## src/sv/jff_pkg.sv

```systemverilog
// Shared types, constants and fixed-point helpers for the joint feedback filter.
// Used by the sequencer, the datapath and the top level; depends on nothing.

package jff_pkg;

    // Microprogram address width and a few fixed addresses.
    localparam int STEP_W = 5;
    typedef logic [STEP_W-1:0] t_step;
    localparam t_step STEP_IDLE  = t_step'(0);
    localparam t_step STEP_FIRST = t_step'(1);

    // Configuration register indexes.
    localparam int CFG_IDX_W = 3;
    typedef enum logic [CFG_IDX_W-1:0] {
        REG_ZERO_COUNT    = 3'd0,
        REG_DIRECTION     = 3'd1,
        REG_POS_SCALE     = 3'd2,
        REG_VEL_SCALE     = 3'd3,
        REG_RATED_CURRENT = 3'd4,
        REG_CONTROL_RATE  = 3'd5,
        REG_WRIST_MODE    = 3'd6
    } t_reg_idx;

    // Configuration register file contents.
    typedef struct packed {
        logic [31:0] zero_count;
        logic        direction;
        logic [31:0] pos_scale;
        logic [31:0] vel_scale;
        logic [23:0] rated_current;
        logic [7:0]  control_rate;
        logic        wrist_mode;
    } t_cfg;

    // Multiplier operand loads.
    typedef enum logic [3:0] {
        LD_HOLD,
        LD_POS,
        LD_VEL,
        LD_CUR,
        LD_FV_OLD,
        LD_FV_NEW,
        LD_DIV,
        LD_QK,
        LD_FC_OLD,
        LD_FC_NEW,
        LD_AIN,
        LD_FA_OLD,
        LD_FA_NEW
    } t_ld;

    // Datapath operations on the product and accumulator.
    typedef enum logic [3:0] {
        OP_NOP,
        OP_ANG_RND,
        OP_VNEW,
        OP_CUR_MAG,
        OP_ACC_LD,
        OP_ACC_ADD,
        OP_Q0,
        OP_FV,
        OP_WRAP,
        OP_REM,
        OP_CNEW,
        OP_FC,
        OP_AIN,
        OP_FA,
        OP_DONE
    } t_op;

    // Sequencer branch conditions.
    typedef enum logic [1:0] {
        C_NEXT,
        C_IN,
        C_OUT
    } t_cond;

    // One microprogram word.
    typedef struct packed {
        t_cond cond;
        t_step target;
        t_ld   ld;
        t_op   op;
    } t_uword;

    // Control bundle from the sequencer to the datapath.
    typedef struct packed {
        t_ld ld;
        t_op op;
    } t_ctl;

    // Q16 constants.
    localparam logic signed [49:0] PI_Q16     = 50'sd205887;
    localparam logic signed [49:0] TWO_PI_Q16 = 50'sd411775;
    localparam logic signed [31:0] DEADBAND_Q16 = 32'sd328;
    localparam logic signed [32:0] W_FAST_OLD = 33'sd52429;
    localparam logic signed [32:0] W_FAST_NEW = 33'sd13107;
    localparam logic signed [32:0] W_SLOW_OLD = 33'sd64881;
    localparam logic signed [32:0] W_SLOW_NEW = 33'sd655;
    localparam logic signed [32:0] W_CUR_OLD  = 33'sd58982;
    localparam logic signed [32:0] W_CUR_NEW  = 33'sd6554;

    // Divide by 1000: estimate with floor(2^32 * 256 / 1000), then fix up.
    localparam logic signed [32:0] DIV1000_RECIP = 33'sd1099511627;
    localparam logic signed [32:0] K_THOUSAND    = 33'sd1000;
    localparam logic [39:0]        ROUND_HALF_K  = 40'd500;

    // Divide by 2^16, rounding half away from zero.
    function automatic logic signed [49:0] f_rnd16(input logic signed [65:0] x);
        logic signed [65:0] s;
        s = x + (x[65] ? 66'sd32767 : 66'sd32768);
        return s[65:16];
    endfunction

    // Saturate to 32 bits signed.
    function automatic logic signed [31:0] f_sat50(input logic signed [49:0] x);
        logic signed [31:0] y;
        if (x > 50'sd2147483647) begin
            y = 32'sh7FFF_FFFF;
        end else if (x < -50'sd2147483648) begin
            y = 32'sh8000_0000;
        end else begin
            y = x[31:0];
        end
        return y;
    endfunction

endpackage

```

## src/sv/jff_seq.sv

```systemverilog
// Microprogram sequencer: step counter, program ROM and conditional branches.
// Depends on jff_pkg for the microword and control types.

module jff_seq import jff_pkg::*; (
    input  logic i_clk,
    input  logic i_rst_n,
    input  logic i_in_accept,
    input  logic i_out_free,
    output logic o_idle,
    output t_ctl o_ctl
);

    t_step  r_step;
    t_step  n_step;
    t_uword w_uw;
    logic   w_fire;

    // Program ROM. Each step selects a multiplier operand load (or a hold) and one operation.
    // A load's operands are registered, then their product is registered, before an operation uses it.
    always_comb begin
        w_uw = '{cond: C_NEXT, target: STEP_IDLE, ld: LD_HOLD, op: OP_NOP};
        unique case (r_step)
            5'd0:  w_uw = '{cond: C_IN,   target: STEP_FIRST, ld: LD_HOLD,   op: OP_NOP};
            5'd1:  w_uw = '{cond: C_NEXT, target: STEP_IDLE,  ld: LD_POS,    op: OP_NOP};
            5'd2:  w_uw = '{cond: C_NEXT, target: STEP_IDLE,  ld: LD_VEL,    op: OP_NOP};
            5'd3:  w_uw = '{cond: C_NEXT, target: STEP_IDLE,  ld: LD_CUR,    op: OP_ANG_RND};
            5'd4:  w_uw = '{cond: C_NEXT, target: STEP_IDLE,  ld: LD_FV_OLD, op: OP_VNEW};
            5'd5:  w_uw = '{cond: C_NEXT, target: STEP_IDLE,  ld: LD_FV_NEW, op: OP_CUR_MAG};
            5'd6:  w_uw = '{cond: C_NEXT, target: STEP_IDLE,  ld: LD_DIV,    op: OP_ACC_LD};
            5'd7:  w_uw = '{cond: C_NEXT, target: STEP_IDLE,  ld: LD_HOLD,   op: OP_ACC_ADD};
            5'd8:  w_uw = '{cond: C_NEXT, target: STEP_IDLE,  ld: LD_HOLD,   op: OP_Q0};
            5'd9:  w_uw = '{cond: C_NEXT, target: STEP_IDLE,  ld: LD_QK,     op: OP_FV};
            5'd10: w_uw = '{cond: C_NEXT, target: STEP_IDLE,  ld: LD_FC_OLD, op: OP_WRAP};
            5'd11: w_uw = '{cond: C_NEXT, target: STEP_IDLE,  ld: LD_HOLD,   op: OP_REM};
            5'd12: w_uw = '{cond: C_NEXT, target: STEP_IDLE,  ld: LD_HOLD,   op: OP_ACC_LD};
            5'd13: w_uw = '{cond: C_NEXT, target: STEP_IDLE,  ld: LD_HOLD,   op: OP_CNEW};
            5'd14: w_uw = '{cond: C_NEXT, target: STEP_IDLE,  ld: LD_FC_NEW, op: OP_NOP};
            5'd15: w_uw = '{cond: C_NEXT, target: STEP_IDLE,  ld: LD_AIN,    op: OP_NOP};
            5'd16: w_uw = '{cond: C_NEXT, target: STEP_IDLE,  ld: LD_HOLD,   op: OP_ACC_ADD};
            5'd17: w_uw = '{cond: C_NEXT, target: STEP_IDLE,  ld: LD_FA_OLD, op: OP_FC};
            5'd18: w_uw = '{cond: C_NEXT, target: STEP_IDLE,  ld: LD_HOLD,   op: OP_AIN};
            5'd19: w_uw = '{cond: C_NEXT, target: STEP_IDLE,  ld: LD_FA_NEW, op: OP_ACC_LD};
            5'd20: w_uw = '{cond: C_NEXT, target: STEP_IDLE,  ld: LD_HOLD,   op: OP_NOP};
            5'd21: w_uw = '{cond: C_NEXT, target: STEP_IDLE,  ld: LD_HOLD,   op: OP_ACC_ADD};
            5'd22: w_uw = '{cond: C_NEXT, target: STEP_IDLE,  ld: LD_HOLD,   op: OP_FA};
            5'd23: w_uw = '{cond: C_OUT,  target: STEP_IDLE,  ld: LD_HOLD,   op: OP_DONE};
            default: w_uw = '{cond: C_NEXT, target: STEP_IDLE, ld: LD_HOLD, op: OP_NOP};
        endcase
    end

    // A waiting step fires only once its condition is met.
    always_comb begin
        unique case (w_uw.cond)
            C_NEXT:  w_fire = 1'b1;
            C_IN:    w_fire = i_in_accept;
            C_OUT:   w_fire = i_out_free;
            default: w_fire = 1'b0;
        endcase
    end

    // Next step: fall through, or branch to the target once a wait is over.
    always_comb begin
        if (w_uw.cond == C_NEXT) begin
            n_step = r_step + t_step'(1);
        end else if (w_fire) begin
            n_step = w_uw.target;
        end else begin
            n_step = r_step;
        end
    end

    always_ff @(posedge i_clk) begin
        if (!i_rst_n) begin
            r_step <= STEP_IDLE;
        end else begin
            r_step <= n_step;
        end
    end

    // Control outputs; a waiting step issues nothing.
    assign o_ctl.ld = w_fire ? w_uw.ld : LD_HOLD;
    assign o_ctl.op = w_fire ? w_uw.op : OP_NOP;
    assign o_idle   = (r_step == STEP_IDLE);

endmodule

```

## config.mk

```make
export PLATFORM = sky130hd
export DESIGN_NAME = jff_seq
export DESIGN_NICKNAME = d
export VERILOG_FILES = /design/src/sv/jff_pkg.sv /design/src/sv/jff_seq.sv
export SDC_FILE = /design/constraint.sdc
export NUM_CORES = 1
export LEC_CHECK = 0
export BUFFER_PORTS_ARGS = -buffer_cell sky130_fd_sc_hd__buf_2
export CAP_MARGIN = 15
export CORE_MARGIN = 3
export CORE_UTILIZATION = 51
export DETAILED_ROUTE_END_ITERATION = 16
export PLACE_DENSITY = 0.71
export SLEW_MARGIN = 10
export SYNTH_ARGS = -nofsm -noshare
export SYNTH_HDL_FRONTEND = slang
export SYNTH_SLANG_ARGS = --single-unit
```

## constraint.sdc

```tcl
create_clock -name i_clk -period 2.1 [get_ports i_clk]
set_input_delay 0.105 -clock i_clk [delete_from_list [all_inputs] [get_ports i_clk]]
set_output_delay 0.105 -clock i_clk [all_outputs]
set_load 0.02 [all_outputs]
```

==> results.cfg <==
[worst_setup_path]
start_kind = flip-flop
crit_start = w_uw[8]$_SDFF_PP0_
crit-reg2reg-capture = w_uw[0]$_DFF_P_
critical_path.max_fanout = 5
timing.rr.start = w_uw[8]$_SDFF_PP0_
register_to_register_path_setup_slack_ns = 0.08
setup.worst_path.end = w_uw[0]$_DFF_P_
worstSetupEndpointType = flip-flop
timing_worst_setup_path_type = reg2reg
worst-endpoint-required_ns = 2.34
crit_arrival_ns = 2.26
worst-r2r-cell-count = 8

[floorplan]
floorplan.io_pins = 13
floorplan_core_area_um2 = 2040
die_w_um = 53.2
floorplan.initialDensity = 0.556
number_of_cell_rows = 16
die_area_um2 = 2830
floorplan.die.height_um = 53.2

[sta]
setup-tns-final_ns = 0
timing.slew.headroom = 0.465
clock_skew_ns = 0.00351
post-route-min-period_ns = 2.02
timing_worst_slew_pin_value_ns = 0.799
rsz0062_at_grt = false
finalSetupViolCount = 0
timing.hold.ws_ns = 0.239
maxClockFrequency_ghz = 0.494
hold_violations = 0
period_share = 0.963
finalMaxSlewViolations = 0

[logic_synthesis]
synth.yosys.warnings = 0
post_synthesis_instance_area_um2 = 1140
ys_async_sr_fraction = 0
yosysMostFrequentCell = nand2_1
synth_seq_area_share = 0.264
avgSynthCellArea_um2 = 8.42
ys_top_cells_by_area = dfxtp_1 (26%), ha_1 (6.6%), and2_1 (6.1%)
ys.flop_type = dfxtp_1
top_cell_type_s_share_of_synthesized_area = 0.264
synthTopCellsByCount = nand2_1 (17), dfxtp_1 (15), and2_1 (11), nor2_1 (9), inv_1 (8)
synth.ff_latch_count = 15
netlist.top_cell.by_area = dfxtp_1
synth_edf_count = 0
gate_count_of_the_mapped_netlist = 135
postSynthNetCount = 145
synth_cell_type_count = 46

[clock_tree]
clkTransAtPathRegs_ns = 0.10
clkLatencyLatePin_ns = 0.29
cts_tree = yes
cts_made_buffers = 3
hold_buffers = 0
clockBufferDepth = 2
tritoncts_num_sinks = 15
clock_tree.root_cell = clkbuf_4
ctsHtreeMaxLevel = 1

[global_routing]
grt_usage = 0.227
wire_length_of_the_first_global_routing_pass_um = 4570
grt_start_max_net_pins = 10
grt_antenna_before_repair = 0
first_global_vias = 963
grt-ovfl-total = 0

[drt]
postRouteWirelength_um = 3070
dr_total_vias = 1122
post_drt_wl_per_cell_um = 16.0
detailedRoute.firstIterationViolations = 59
viasPerCell = 5.84
remaining_drc_errors = 0
antenna_violating_nets_post_route = 0
drt_first_pass_iters = 5

[placement]
io_buffers = 12
place_hpwl_um = 2270
dpl_cell_area_um2 = 1340
place.gp.congestion = 0.944

[power_and_ir_drop]
power.density_cell_area_nw_per_um2 = 714
ir_worst_vdd_v = 0.000559
total_leakage_power_nw = 0.605

[run_status]
outcome = finished, final reports clean

[flow_run]
maximum_capacitance_violations = 0

[layout]
syn2layout_area_growth_pct = 26.9
nNetsFinal = 176
antenna_cells = 0
layout.core_utilization = 0.706
share_of_final_layout_standard_cells_stronger_than_drive_strength_1 = 0.364
cell_area_after_layout_um2 = 1440

[hold_path]
hold_class = in2reg
final cells by class:
type / count / area [µm²]
Multi-Input combinational cell: 108 / 853
Fill cell: 180 / 601
Sequential cell: 15 / 303
Timing Repair Buffer: 30 / 195
Tap cell: 27 / 33.8
Inverter: 8 / 30.0
Clock buffer: 4 / 26.3
kinds of logic (layout without fill, tap and decap cells):
| family | Yosys count | after routing | share of synthesized area |
|---|---|---|---|
| xor+xnor | 3 | 3 | 0.0231 |
| flops | 15 | 15 | 0.264 |
| compound gates | 35 | 35 | 0.257 |
| simple gates | 59 | 59 | 0.287 |
| fa+ha+maj | 6 | 6 | 0.0661 |
| buf+inv | 12 | 42 | 0.0540 |
| mux | 5 | 5 | 0.0485 |
how the worst min path moves through the flow:
stage | startpoint | to | cells past startpoint
after floorplan | i_rst_n | r_step[0]$_SDFFE_PN0N_ | 2
after global placement | i_rst_n | r_step[0]$_SDFFE_PN0N_ | 4
after detailed placement | i_rst_n | r_step[0]$_SDFFE_PN0N_ | 4
after CTS | i_rst_n | r_step[0]$_SDFFE_PN0N_ | 4
after global routing | i_rst_n | r_step[0]$_SDFFE_PN0N_ | 4
final | i_rst_n | r_step[0]$_SDFFE_PN0N_ | 4
worst max-delay path, cell delays in order, from the launching register on:
cell       delay [ns]
dfxtp_1          0.34
and2b_4          0.20
o21ai_4          0.15
mux2_4           0.33
and2_4           0.18
ha_1             0.30
mux2_2           0.27
a2bb2oi_1        0.13
nand3_1          0.09
layout by cell type (no fill, tap or decap), drive strengths merged, types with 5 or more instances in the layout:
cell type / synthesis / routed
buf: 4 / 30
nand2: 17 / 17
dfxtp: 15 / 15
and2: 11 / 11
nor2: 9 / 9
inv: 8 / 8
a21oi: 6 / 6
ha: 6 / 6
o211ai: 5 / 5
metal layers:
| metal | routed length, µm | up-vias | global-route usage | part of all wire |
|---|---|---|---|---|
| met4 | 65 | 0 | 0.0894 | 0.021 |
| met5 | 0 | - | 0 | 0 |
| li1 | - | 543 | - | - |
| met1 | 1400 | 532 | 0.317 | 0.46 |
| met2 | 1430 | 40 | 0.343 | 0.46 |
| met3 | 174 | 7 | 0.0366 | 0.057 |
flip-flops by register name, summed over array words and instances (netlist names):
| signal | count |
|---|---|
| r_step | 5 |
| w_uw | 10 |
per-stage QoR:
step | power, mW | cells | worst slack (ns)
after detailed placement | 0.813 | 186 | 0.0474
after global placement | 0.802 | 186 | 0.108
after floorplan | 0.654 | 135 | 0.0108
after global routing | 1.08 | 192 | 0.0178
after CTS | 0.981 | 190 | 0.0139
final | 1.03 | 192 | 0.0774
what timing repair did:
item,CTS,global route
setup buffers,0,2
setup endpoints to repair,0,8
gates resized for setup,0,14
power breakdown:
group	switching [mW]	internal, mW	total [mW]
Combinational	0.282	0.235	0.517
Clock	0.101	0.0739	0.175
Sequential	0.0175	0.319	0.337
Total	0.400	0.628	1.03
Power figures use the tool's default switching activity.
